File: config.mk
export PLATFORM = sky130hd
export DESIGN_NAME = lfc_fifo
export DESIGN_NICKNAME = d
export VERILOG_FILES = /design/src/hw/rtl/lfc_fifo.sv
export SDC_FILE = /design/constraint.sdc
export NUM_CORES = 1
export LEC_CHECK = 0
export BUFFER_PORTS_ARGS = -buffer_cell sky130_fd_sc_hd__buf_2
export CORE_UTILIZATION = 35
export DETAILED_ROUTE_END_ITERATION = 10
export GPL_TIMING_DRIVEN = 0
export PLACE_DENSITY = 0.5
export SLEW_MARGIN = 40
export SYNTH_ARGS = -nofsm -noshare
export SYNTH_HDL_FRONTEND = slang
export SYNTH_SLANG_ARGS = --single-unit
export TNS_END_PERCENT = 20
File: constraint.sdc
create_clock -name clk -period 4.3 [get_ports clk]
set_clock_uncertainty 0.2 [all_clocks]
set_input_delay 1.29 -clock clk [delete_from_list [all_inputs] [get_ports clk]]
set_output_delay 1.29 -clock clk [all_outputs]
set_load 0.1 [all_outputs]
File: src/hw/rtl/lfc_fifo.sv
// Short queue between front and back of the Laws filter.
// Generic payload width; depends on nothing else.
`default_nettype none

module lfc_fifo #(
    parameter int DW    = 8,
    parameter int DEPTH = 4
) (
    input  wire logic          clk,
    input  wire logic          rst_n,
    input  wire logic          push,
    input  wire logic [DW-1:0] push_data,
    output logic               full,
    input  wire logic          pop,
    output logic [DW-1:0]      head_data,
    output logic               empty
);
    localparam int PB = (DEPTH > 1) ? $clog2(DEPTH) : 1;
    localparam int CB = $clog2(DEPTH + 1);

    logic [DW-1:0] mem_reg [DEPTH];
    logic [PB-1:0] wr_ptr_reg;
    logic [PB-1:0] rd_ptr_reg;
    logic [CB-1:0] count_reg;

    assign full      = (count_reg == CB'(DEPTH));
    assign empty     = (count_reg == '0);
    assign head_data = mem_reg[rd_ptr_reg];

    always_ff @(posedge clk)
    begin
        if (push)
        begin
            mem_reg[wr_ptr_reg] <= push_data;
        end
    end

    always_ff @(posedge clk or negedge rst_n)
    begin
        if (!rst_n)
        begin
            wr_ptr_reg <= '0;
            rd_ptr_reg <= '0;
            count_reg  <= '0;
        end
        else
        begin
            if (push)
            begin
                wr_ptr_reg <= (wr_ptr_reg == PB'(DEPTH - 1)) ? '0 : wr_ptr_reg + 1'b1;
            end
            if (pop)
            begin
                rd_ptr_reg <= (rd_ptr_reg == PB'(DEPTH - 1)) ? '0 : rd_ptr_reg + 1'b1;
            end
            if (push && !pop)
            begin
                count_reg <= count_reg + 1'b1;
            end
            else if (pop && !push)
            begin
                count_reg <= count_reg - 1'b1;
            end
        end
    end

endmodule

`default_nettype wire

==> Word-level counts from Yosys, hierarchy flattened <==
Memories as Yosys holds them, arrays and structs flattened.
Index checks and enable logic that the tools add are counted.
{ "totals": {"inputBits": 12, "wordCells": 23, "memories": 1, "reg_bits": 7, "output_inout_bits": 10, "mem_bits_rw": 32} }
{ "mem_list": {"columns": ["name", "words", "word_bits", "read_ports", "rd_ports_with_merged_regs", "wr", "line_no", "rtl"], "rows": [
  ["mem_reg", 4, 8, 1, 0, 1, "21", "logic [DW-1:0] mem_reg [DEPTH];"]
]} }
{ "op_classes": {"reduce_logical": 6, "n_eq_ne": 3, "add_sub_neg": 4, "muxes": 6} }
{ "ops": {"columns": ["op", "count"], "rows": [
  ["$mux 3", 2],
  ["$add 2x1->2 const B", 2],
  ["$eq 2x2->1 const B", 2],
  ["$mux 2", 2],
  ["$add 3x1->3 const B", 1],
  ["$eq 3x3->1 const B", 1],
  ["$logic_not 3->1", 1],
  ["$sub 3x1->3 const B", 1],
  ["$logic_and 1x1->1", 2],
  ["$logic_not 1->1", 2],
  ["$mux 1", 2],
  ["$reduce_bool 2->1", 1]
]} }

==> Logic depth before layout (Yosys ltp) <==
{ "depth": {"ltp_word": 4, "mapped_depth": 7} }

==> Least setup slack after synthesis <==
OpenSTA, ideal clock, no wires.
{ "synth_path": {"path_type": "reg-to-output", "from": "register count_reg[0]", "to": "output full", "arrival_time_ps": 2635, "t_required_ps": 2810, "n_path_buf": 0, "slack_ps": 175, "path_stages_with_launch": 2, "path_cell_list": "dfrtp_1 -> nor3b_1"} }
{ "synth_between": {"elab_chain_cells": 1} }
{ "synth_lines": {"columns": ["item", "line_no", "rtl"], "rows": [
  ["start: declaration", "24", "logic [CB-1:0] count_reg;"],
  ["start signal: assignment", "58", "count_reg <= count_reg + 1'b1;"],
  ["start signal: assignment", "62", "count_reg <= count_reg - 1'b1;"],
  ["$eq 3x3->1", "26", "assign full = (count_reg == CB'(DEPTH));"],
  ["end: declaration", "13", "output logic full,"]
]} }
Every way passes these cells.

==> Worst setup path in the final report <==
{ "layout_path": {"from": "register rd_ptr_reg[0]", "to": "output head_data[1]"} }
{ "layout_between": {"elab_chain_cells": 1} }
{ "layout_lines": {"columns": ["item", "line_no", "rtl"], "rows": [
  ["start: declaration", "23", "logic [PB-1:0] rd_ptr_reg;"],
  ["start signal: assignment", "54", "rd_ptr_reg <= (rd_ptr_reg == PB'(DEPTH - 1)) ? '0 : rd_ptr_reg + 1'b1;"],
  ["$mem_v2 4x8", null, null],
  ["end: declaration", "15", "output logic [DW-1:0] head_data,"]
]} }
Every way passes these cells.

==> impl_metrics.env <==
export IMPL_outcome="finished, final reports clean"
export IMPL_placementRows=23
export IMPL_cts_resized=0
export IMPL_finalCriticalPeriod_ps=3149
export IMPL_critPathCaptureType="output port"
export IMPL_vias_per_cell=4.726
export IMPL_slew_violations=0
export IMPL_postCtsSetupBuffers=0
export IMPL_clock_latency_ps=280
export IMPL_drtIter0Drc=35
export IMPL_worstHoldPathType="reg2reg"
export IMPL_grt_overflow=0
export IMPL_finalHoldViolations=0
export IMPL_cts_root_buf="clkbuf_8"
export IMPL_cts_buffers=5
export IMPL_path_delay_family="multiplexers"
export IMPL_start_kind="flop"
export IMPL_final_cell_mix="edfxtp_1, buf_2, mux4_2, dfrtp_1, ha_1"
export IMPL_grt_max_degree=13
export IMPL_synth_avg_cell_area_sq_um=19.88
export IMPL_nFillCells=386
export IMPL_synth_seq_area_share=0.7235
export IMPL_n_antenna_cell=0
export IMPL_grt_pass1_wl_um=3698
export IMPL_wirelength_um=2423
export IMPL_hold_buffers=0
export IMPL_drv_cap=0
export IMPL_htreeDepth=2
export IMPL_wl_per_cell_um=15.43
export IMPL_gr_usage_all_layers=0.1228
export IMPL_largest_reg_flops=32
export IMPL_max_stage_delay_ps=520
export IMPL_worst_ep_required_time_ps=2810
export IMPL_globalplace_congestion=0.6295
export IMPL_critPathArrivalTime_ps=1660
export IMPL_slew_headroom=0.6743
export IMPL_cts_sinks=39
export IMPL_core_area_sq_mm=0.004144
export IMPL_cp_num_buf_inv=2
export IMPL_worst_slew_pin_slew_ps=491.9
export IMPL_ys_types=18
export IMPL_grt_pass1_vias=750
export IMPL_slowest_stage="mux4_2"
export IMPL_fin_nets=126
export IMPL_final_common_cell="edfxtp_1"
export IMPL_dr_pass1_iters=2
export IMPL_drc=0
export IMPL_antenna_found_initial=0
export IMPL_syn_area_sq_mm=0.001570
export IMPL_rsz0062_at_grt="false"
export IMPL_ys_ff_latch=39
export IMPL_drive_gt1_frac=0.3832
export IMPL_initial_core_util=0.3789
export IMPL_criticalPathCategory="reg2out"
export IMPL_portBuffers=21
export IMPL_synth_nets=98
export IMPL_rrSetupSlack_ps=2680
export IMPL_fin_util=0.4450
export IMPL_hpwl_um=1668
export IMPL_areaGrowthSynthToFinish_pct=17.45
export IMPL_fp_dieW_um=68.98
export IMPL_vias=742
export IMPL_syn_inst=79
export IMPL_setup_tns_final_ps=0
export IMPL_yosysWarningCount=0
export IMPL_fp_dieH_um=68.98
export IMPL_clockBufferDepth=2
export IMPL_period_share=0.7324
export IMPL_setup_viol_count_final=0
export IMPL_cts_tree="built"
export IMPL_crit_path_max_fanout=10
export IMPL_io_pins=22
export IMPL_die_area_sq_mm=0.004758
export IMPL_antenna_left=0
export IMPL_cp_cell_sequence="buf_6 > mux4_2 > buf_2"
export IMPL_clkTransAtPathRegs_ps=60
export IMPL_max_freq_ghz=0.3175
-- worst reg2reg max path, delay by kind of cell (launching register included) --
family / cells / cell delay [ps]
AND/OR/NAND/NOR: 1 / 390
flip-flops: 1 / 410
adder cells (fa/ha/maj): 1 / 150
buffers and inverters: 1 / 120
-- synthesized netlist by cell type --
cell,instances,share of area
and2_1,4,0.016
buf_2,1,0.0032
buf_6,1,0.0072
dfrtp_1,7,0.11
edfxtp_1,32,0.61
fa_1,1,0.013
ha_1,6,0.048
inv_1,5,0.012
mux2_2,3,0.022
mux4_2,8,0.11
nand2_1,1,0.0024
nand3_1,1,0.0032
nor2_1,2,0.0048
nor3_1,1,0.0032
nor3b_1,1,0.0048
o21ai_0,2,0.0064
xnor2_1,1,0.0056
xor2_1,2,0.011
-- layer usage --
| metal | global-route usage | up-vias | wire [um] |
|---|---|---|---|
| met5 | 0 | - | 0 |
| met4 | 0.06122 | 0 | 54 |
| met3 | 0.05428 | 7 | 125 |
| met2 | 0.1881 | 16 | 1194 |
| met1 | 0.1459 | 367 | 1048 |
| li1 | - | 352 | - |
-- final timing paths --
check	start	to	cells past startpoint
min in group asynchronous	rst_n	count_reg[0]	1
worst max register to register	wr_ptr_reg[0]	mem_reg[2][5]	3
worst min-delay path	count_reg[2]	count_reg[2]	1
worst min register to register	count_reg[2]	count_reg[2]	1
worst max-delay path	rd_ptr_reg[0]	head_data[1]	3
max in group asynchronous	rst_n	rd_ptr_reg[0]	1
-- kinds of logic (layout without fill, tap and decap cells) --
logic type,count (synthesis),after routing,share of synthesized area
compound gates,2,2,0.006375
xor+xnor,3,3,0.01674
fa+ha+maj,7,7,0.06056
buf+inv,7,35,0.02231
flops,39,39,0.7235
mux,11,11,0.1363
simple gates,10,10,0.03426
-- metrics by stage --
| stage | area (sq um) | setup slack (ps) | hold slack, ps | std cells |
|---|---|---|---|---|
| 2_1_floorplan | 1570 | 175.4 | 256.5 | 79 |
| 3_3_place_gp | 1738 | 1438 | 273.2 | 150 |
| 3_5_place_dp | 1738 | 1427 | 279.5 | 150 |
| 4_1_cts | 1844 | 1118 | 293.7 | 157 |
| 5_1_grt | 1844 | 1063 | 324.6 | 157 |
| 6_report | 1844 | 1151 | 292.2 | 157 |
-- cell type report --
class | instances | area [sq um] | share of cell area
sequential | 39 | 1136 | 0.6160
multi-input combinational | 33 | 399.1 | 0.2164
timing repair buffer | 21 | 105.1 | 0.05699
clock buffer | 5 | 68.82 | 0.03731
tap | 50 | 62.56 | 0.03392
clock inverter | 2 | 37.54 | 0.02035
inverter | 5 | 18.77 | 0.01018
buffer | 2 | 16.27 | 0.008820
Power is not shown: default switching activity piles up to over one toggle a cycle in this logic, so the estimate is an artifact.
