### src/hw/rtl/lfc_pkg.sv
// Shared types, constants and helpers of the 5x5 Laws texture filter.
// No dependencies; every other file of the block but lfc_fifo imports this package.
`default_nettype none

package lfc_pkg;

    localparam int LFC_MAX_WIDTH  = 512;
    localparam int LFC_MAX_HEIGHT = 512;
    localparam int LFC_QUEUE_DEPTH = 4;

    localparam int CFG_DATA_W = 10;
    localparam int RESP_W     = 17;

    typedef enum logic [1:0] {
        REG_IMAGE_WIDTH  = 2'd0,
        REG_IMAGE_HEIGHT = 2'd1,
        REG_VERT_SELECT  = 2'd2,
        REG_HORZ_SELECT  = 2'd3
    } lfc_reg_t;

    localparam logic [0:0] CMD_PUSH  = 1'b0;
    localparam logic [0:0] CMD_FLUSH = 1'b1;

    localparam logic [2:0] VEC_R5 = 3'd4;

    // L5, E5, S5, W5, R5
    localparam logic signed [3:0] LAWS_VEC [5][5] = '{
        '{ 4'sd1,  4'sd4,  4'sd6,  4'sd4,  4'sd1},
        '{-4'sd1, -4'sd2,  4'sd0,  4'sd2,  4'sd1},
        '{-4'sd1,  4'sd0,  4'sd2,  4'sd0, -4'sd1},
        '{-4'sd1,  4'sd2,  4'sd0, -4'sd2,  4'sd1},
        '{ 4'sd1, -4'sd4,  4'sd6, -4'sd4,  4'sd1}
    };

    // One scan step handed from front to back
    typedef struct packed {
        logic [7:0]      pix;
        logic [4:0][2:0] vtap;   // line tap per window row
        logic [4:0][2:0] hsel;   // column history slot per window column
        logic            emit;
        logic            last;
    } lfc_item_t;

    // History slot (0 = newest) that holds window position b around pos,
    // with mirror extension that does not repeat the edge.
    function automatic logic [2:0] mirror_sel(input int pos, input int n, input int b);
        int v;
        int k;
        v = pos + b - 2;
        if (v < 0)
            k = 2 * pos + b;
        else if (v >= n)
            k = 2 * pos - 2 * n + 2 + b;
        else
            k = 4 - b;
        if (k < 0 || k > 4)
            k = 0;
        return 3'(k);
    endfunction

endpackage

`default_nettype wire

### src/hw/rtl/lfc_front.sv
// Front of the Laws filter: takes commands, tracks scan and output
// positions, and works out mirror selections. Uses lfc_pkg.
`default_nettype none

module lfc_front #(
    parameter int MAX_WIDTH  = lfc_pkg::LFC_MAX_WIDTH,
    parameter int MAX_HEIGHT = lfc_pkg::LFC_MAX_HEIGHT
) (
    input  wire logic                             clk,
    input  wire logic                             rst_n,
    input  wire logic                             clear,
    input  wire logic [$clog2(MAX_WIDTH+1)-1:0]   w,
    input  wire logic [$clog2(MAX_HEIGHT+1)-1:0]  h,
    input  wire logic                             in_valid,
    output logic                                  in_ready,
    input  wire logic                             in_cmd,
    input  wire logic [7:0]                       in_pixel,
    input  wire logic                             q_full,
    output logic                                  q_push,
    output lfc_pkg::lfc_item_t                    q_item,
    output logic [$clog2(MAX_WIDTH)-1:0]          q_col
);
    import lfc_pkg::*;

    localparam int CB = $clog2(MAX_WIDTH);
    localparam int RB = $clog2(MAX_HEIGHT + 2);
    localparam int OB = $clog2(MAX_HEIGHT);
    localparam int XW = 14;

    logic [CB-1:0] scan_col_reg;
    logic [RB-1:0] scan_row_reg;
    logic [CB-1:0] out_col_reg;
    logic [OB-1:0] out_row_reg;

    logic accept;
    logic full_frame;
    logic act;
    logic emit;
    logic last;
    logic scan_eol;
    logic out_eol;

    assign in_ready   = !q_full;
    assign accept     = in_valid && in_ready;
    assign full_frame = (XW'(scan_row_reg) >= XW'(h));
    // a push once the frame is in behaves as a flush
    assign act        = full_frame || (in_cmd == CMD_PUSH);
    assign emit       = full_frame || (scan_row_reg >= RB'(3))
                        || ((scan_row_reg == RB'(2)) && (scan_col_reg >= CB'(2)));
    assign scan_eol   = (XW'(scan_col_reg) == XW'(w) - XW'(1));
    assign out_eol    = (XW'(out_col_reg) == XW'(w) - XW'(1));
    assign last       = emit && out_eol && (XW'(out_row_reg) == XW'(h) - XW'(1));
    assign q_push     = accept && act;
    assign q_col      = scan_col_reg;

    always_comb
    begin
        q_item.pix  = in_pixel;
        q_item.emit = emit;
        q_item.last = last;
        for (int i = 0; i < 5; i++)
        begin
            q_item.vtap[i] = mirror_sel(int'(scan_row_reg) - 2, int'(h), i);
            q_item.hsel[i] = mirror_sel(int'(out_col_reg), int'(w), i);
        end
    end

    always_ff @(posedge clk or negedge rst_n)
    begin
        if (!rst_n)
        begin
            scan_col_reg <= '0;
            scan_row_reg <= '0;
            out_col_reg  <= '0;
            out_row_reg  <= '0;
        end
        else if (clear || (q_push && last))
        begin
            scan_col_reg <= '0;
            scan_row_reg <= '0;
            out_col_reg  <= '0;
            out_row_reg  <= '0;
        end
        else if (q_push)
        begin
            if (scan_eol)
            begin
                scan_col_reg <= '0;
                scan_row_reg <= scan_row_reg + 1'b1;
            end
            else
            begin
                scan_col_reg <= scan_col_reg + 1'b1;
            end
            if (emit)
            begin
                if (out_eol)
                begin
                    out_col_reg <= '0;
                    out_row_reg <= out_row_reg + 1'b1;
                end
                else
                begin
                    out_col_reg <= out_col_reg + 1'b1;
                end
            end
        end
    end

endmodule

`default_nettype wire

### config.mk
export PLATFORM = sky130hd
export DESIGN_NAME = lfc_front
export DESIGN_NICKNAME = d
export VERILOG_FILES = /design/src/hw/rtl/lfc_pkg.sv /design/src/hw/rtl/lfc_front.sv
export SDC_FILE = /design/constraint.sdc
export NUM_CORES = 1
export LEC_CHECK = 0
export BUFFER_PORTS_ARGS = -buffer_cell sky130_fd_sc_hd__buf_4
export CAP_MARGIN = 15
export CORE_ASPECT_RATIO = 0.8
export CORE_MARGIN = 2
export CORE_UTILIZATION = 58
export CTS_BUF_LIST = sky130_fd_sc_hd__clkbuf_4 sky130_fd_sc_hd__clkbuf_8
export DETAILED_ROUTE_END_ITERATION = 6
export GPL_TIMING_DRIVEN = 0
export PLACE_DENSITY = 0.87
export SYNTH_ARGS = -nofsm -noshare
export SYNTH_HDL_FRONTEND = slang
export SYNTH_SLANG_ARGS = --single-unit
### constraint.sdc
create_clock -name clk -period 5.3 [get_ports clk]
set_input_delay 0.265 -clock clk [delete_from_list [all_inputs] [get_ports clk]]
set_output_delay 0.265 -clock clk [all_outputs]
set_load 0.03 [all_outputs]
# Word-level counts from Yosys, hierarchy flattened
# Index checks and enable logic that the tools add are counted.
dict set report word_totals {
  reg_bits 37
}
dict set report op_classes {
  n_addsub 45
  n_lt_le_gt_ge 43
  n_eq_ne 4
  n_mux 44
  n_bitwise 1
  n_reduce_logical 28
}
# operator count
set ops {}
lappend ops {{$mux W32} 20}
lappend ops {{$lt A32 B1 Y1 const B} 14}
lappend ops {{$gt A32 B4 Y1 const B} 10}
lappend ops {{$ge A32 B11 Y1} 4}
lappend ops {{$mux W9} 11}
lappend ops {{$sub A32 B3 Y32 const B} 3}
lappend ops {{$sub A10 B2 Y11 const B} 5}
lappend ops {{$ge A11 B11 Y1} 4}
lappend ops {{$lt A11 B1 Y1 const B} 4}
lappend ops {{$add A13 B3 Y14 const B} 3}
lappend ops {{$eq A9 B14 Y1} 3}
lappend ops {{$add A12 B3 Y13 const B} 3}
lappend ops {{$add A14 B3 Y15 const B} 2}
lappend ops {{$mux W10} 3}
lappend ops {{$mux W3} 10}
lappend ops {{$add A9 B1 Y9 const B} 3}
lappend ops {{$add A11 B3 Y12 const B} 2}
lappend ops {{$add A10 B2 Y11 const B} 2}
lappend ops {{$sub A10 B1 Y11 const B} 2}
lappend ops {{$add A9 B2 Y10 const B} 2}
lappend ops {{$add A14 B2 Y15 const B} 1}
lappend ops {{$add A14 B4 Y15 const B} 1}
lappend ops {{$add A13 B2 Y14 const B} 1}
lappend ops {{$add A13 B4 Y14 const B} 1}
lappend ops {{other kinds (29)} 51}

# Longest topological paths before layout
dict set report depth {
  word_depth 9
  depth_mapped 21
}

# Worst setup path after synthesis
# Ideal clock, no wire load.
dict set report synth_timing {
  path_kind {reg-to-output}
  start {reg scan_row_reg[1]}
  end {out q_item[26] in the netlist's numbering}
  arrival_time_ns 5.523
  t_required_ns 5.035
  setup_slack_ns -0.488
  path_stages_with_launch 21
  path_buffers 3
  cell_sequence {dfrtp_1 clkbuf_1 inv_1 ha_1 buf_2 nor3b_1 xnor2_1 inv_2 ha_1 ha_1 buf_2 nand3b_1 a211oi_1 a211o_1 nand3_1 or3_1 a2111oi_1 nor2_1 a211o_1 a2111o_1 a21oi_1}
}
# element line
set synth_rtl {}
lappend synth_rtl {{start, declared} lfc_front.sv:31} ;# logic [RB-1:0] scan_row_reg;
lappend synth_rtl {{start signal, assigned} lfc_front.sv:89} ;# scan_row_reg <= scan_row_reg + 1'b1;
lappend synth_rtl {{end, declared} lfc_front.sv:20} ;# output lfc_pkg::lfc_item_t q_item,

==> summary.txt <==
Global routing
  • Tot GR Track Use: 30.9%
  • GRT overflow: 0
  • Number of global-route vias before repair: 9623
  • First-pass GRT wire length: 48300 um
  • Initial antenna violation count: 1
  • Largest net degree at the start of global routing: 38

Pwr
  • Worst VDD drop: 0.000198 V
  • P per Cell Area: 255 nW/um^2
  • Total power: 3.09 mW
  • Leak Pwr: 5.15 nW

Worst setup path
  • Critical path buffers and inverters: 5
  • CP endpoint kind: output port
  • Crit path max fanout: 7
  • CP Data Arrival Time: 5.41 ns
  • RR Endpoint: q_col[7]$_DFFE_PN0P_
  • Worst setup path endpoint: q_item[26]
  • Most used cell, CP: ha_1
  • CP required: 5.04 ns
  • Launch point of the worst reg-to-reg path: scan_row_reg[1]$_DFFE_PN0P_
  • FF-to-FF path depth: 14
  • Crit path depth: 18
  • Worst Setup SP: scan_row_reg[2]$_DFFE_PN0P_
  • Worst reg2reg setup slack: 1.71 ns
  • CP startpoint kind: register
  • Largest delay share family, worst path: compound AO/OA/AOI/OAI gates
  • WS Path Type: register to output port
  • Crit-path cells: buf_4 -> nor4_4 -> nor2_4 -> inv_2 -> ha_1 -> ha_1 -> buf_2 -> o21a_2 -> a2111oi_1 -> nor2_1 -> o32ai_4 -> o31a_1 -> o21ai_1 -> nor4_2 -> inv_1 -> a2111o_1 -> a21oi_4 -> buf_6
  • Slowest cell delay on critical path: 0.61 ns
  • CP max-delay cell: a2111oi_1

Synth
  • Post-synth EDFFs: 0
  • Cell Area, Synth: 10200 um^2
  • Area leader, netlist: ha_1
  • Yosys top cell area share: 19.4%
  • Synthesis Warnings: 0
  • Synth top area cells: ha_1 (19%), xnor2_1 (11%), dfrtp_1 (9.1%), nand2_1 (4.0%), xor2_1 (3.9%)
  • Syn Area/Cell: 7.69 um^2
  • Mapped Cells: 1324
  • FFs w/ async S/R, synth: 100%
  • Synthesized flop and latch total: 37
  • Top_reg_cell synth: dfrtp_1
  • Cell variety after synth: 98
  • Seq/Total Area, Yosys: 9.09%

Timing
  • F_max: 176 MHz
  • PnR worst setup slack: -0.379 ns
  • Clock skew: 0.00789 ns
  • Endpoints failing setup: 7
  • WHS: 0.396 ns
  • Final Critical Period: 5.68 ns
  • Slew Limit Fails: 0
  • RSZ-0062 raised after global routing: yes
  • Final period util: 107%
  • Final number of hold-violating endpoints: 0
  • Slew headroom: 47.2%
  • Worst-Margin Slew: 0.790 ns

Placed design
  • Placed Area: 11000 um^2
  • Routability cong.: 1.01
  • Port bufs: 65
  • Dpl ws: -0.816 ns
  • Dpl hpwl: 23000 um

Cells and area
  • Fill cells: 1244
  • Max FFs per register: 10
  • Commonest cells after routing, fill and taps aside: ha_1 (148), buf_4 (133), xnor2_1 (120)
  • Commonest non-fill, non-tap cell in the layout: ha_1
  • Area grow syn2layout: 18.9%
  • ANT cells: 0
  • Final Util: 70.1%
  • Design area: 12100 um^2
  • Share of cells above drive strength 1: 19.9%
  • Multi-input logic area: 9170 um^2
  • Fin nets: 1647
  • Register area: 933 um^2

Clock tree
  • Worst-Skew Late Latency: 0.30 ns
  • H-tree depth: 2
  • Clock Tree Buf Depth: 2
  • CTS root buf: clkbuf_8
  • Clock Sinks: 37
  • Number of buffers created by CTS: 5
  • CTS tree: built
  • Clock Pin Slew Worst Setup and Hold Paths: 0.08 ns

Drt
  • Initial detailed-routing violation count: 1442
  • Drt drc: 51
  • DRT Pass-1 Iters: 7
  • Wirelength per Cell: 19.9 um
  • Via-to-Cell Ratio: 6.73
  • Antenna Nets Post-Route: 0
  • Vias: 11300
  • Final WL: 33400 um

Run status
  • Outcome: complete, but fails checks
  • Failing checks: design-rule violations, negative setup slack

Floorplanning
  • Die H: 123 um
  • I/O Pins: 85
  • DIE AREA: 18600 um^2
  • # rows: 43
  • Die width: 152 um
  • Initial Util: 59.0%
  • Core box area: 17300 um^2

Hold path
  • Worst Hold Class: input port to register

Job
  • Max-cap violations: 0
kinds of logic (layout without fill, tap and decap cells):
kind of cell,after synthesis,count (layout),synth area share (%)
AO/OA/AOI/OAI,320,320,22.0
XOR/XNOR,174,174,15.5
adder cells (fa/ha/maj),162,162,20.2
buffers and inverters,140,259,6.35
flip-flops,37,37,9.09
multiplexers,8,8,0.811
other,1,10,0.0368
AND/OR/NAND/NOR,482,482,26.0
cells in the mapped netlist (7+ instances only):
master	count
nor2b_1	13
a211o_1	13
a21oi_1	63
or2_2	8
a21o_1	18
or3_1	14
a211oi_1	8
a31oi_1	21
ha_1	158
nor3b_1	8
and2_1	8
xor2_1	45
nor2_1	94
o21ai_0	58
buf_4	20
and3_1	22
inv_1	60
nand2b_1	23
clkbuf_1	31
o21bai_1	7
xnor2_1	123
dfrtp_1	37
a2111oi_0	7
nor3_1	38
o22ai_1	11
or4_1	8
nor4_1	12
buf_2	18
nand4_1	24
o211ai_1	14
a21boi_0	7
nand3_1	44
nand2_1	109
nand3b_1	7
o21a_1	19
final cells by class:
class / count / area share (%)
multi-input combinational: 1156 / 75.8
sequential: 37 / 7.71
buffer: 72 / 3.83
tap: 225 / 2.33
clock buffer: 8 / 0.806
timing repair buffer: 115 / 7.39
inverter: 64 / 2.14
worst min-delay path, stage by stage:
cell	delay (ns)
buf_4	0.11
a21oi_1	0.12
nand2_1	0.09
o21ai_0	0.07
power breakdown:
group,internal [mW],leakage (nW),switching [mW]
Clock,0.117,0.0523,0.115
Sequential,0.290,0.501,0.0130
Combinational,1.04,4.60,1.52
layer usage:
layer | global-route usage [%] | routed length, um
met5 | 0 | 0
met3 | 5.19 | 4060
met2 | 48.1 | 14100
met4 | 5.49 | 1520
met1 | 45.5 | 13700
how the worst min path moves through the flow:
stage / startpoint / endpoint / slack (ns) / cells after the start
2_1_floorplan: rst_n / out_col_reg[0]$_DFFE_PN0P_ / -0.03 / 0
5_1_grt: clear / out_row_reg[1]$_DFFE_PN0P_ / 0.45 / 4
4_1_cts: clear / out_row_reg[1]$_DFFE_PN0P_ / 0.38 / 4
6_report: clear / out_row_reg[1]$_DFFE_PN0P_ / 0.40 / 4
3_3_place_gp: rst_n / out_col_reg[1]$_DFFE_PN0P_ / 0.27 / 1
3_5_place_dp: rst_n / out_col_reg[0]$_DFFE_PN0P_ / 0.28 / 1
stage by stage:
| step | setup TNS [ns] | cells |
|---|---|---|
| finish | -1.32 | 1677 |
| global route | -2.37 | 1677 |
| CTS | -0.0817 | 1648 |
| detailed placement | -6.61 | 1623 |
| global placement | -6.65 | 1623 |
| floorplan | 0 | 1333 |
timing repair:
action / in CTS / in global routing
hold buffers: 1 / 0
cloned: 0 / 1
resized for setup: 59 / 70
hold endpoints to repair: 37 / 0
buffers inserted: 18 / 30
endpoints found under the setup margin: 16 / 20
pin swaps: 12 / 34
(Power assumes the default switching activity.)
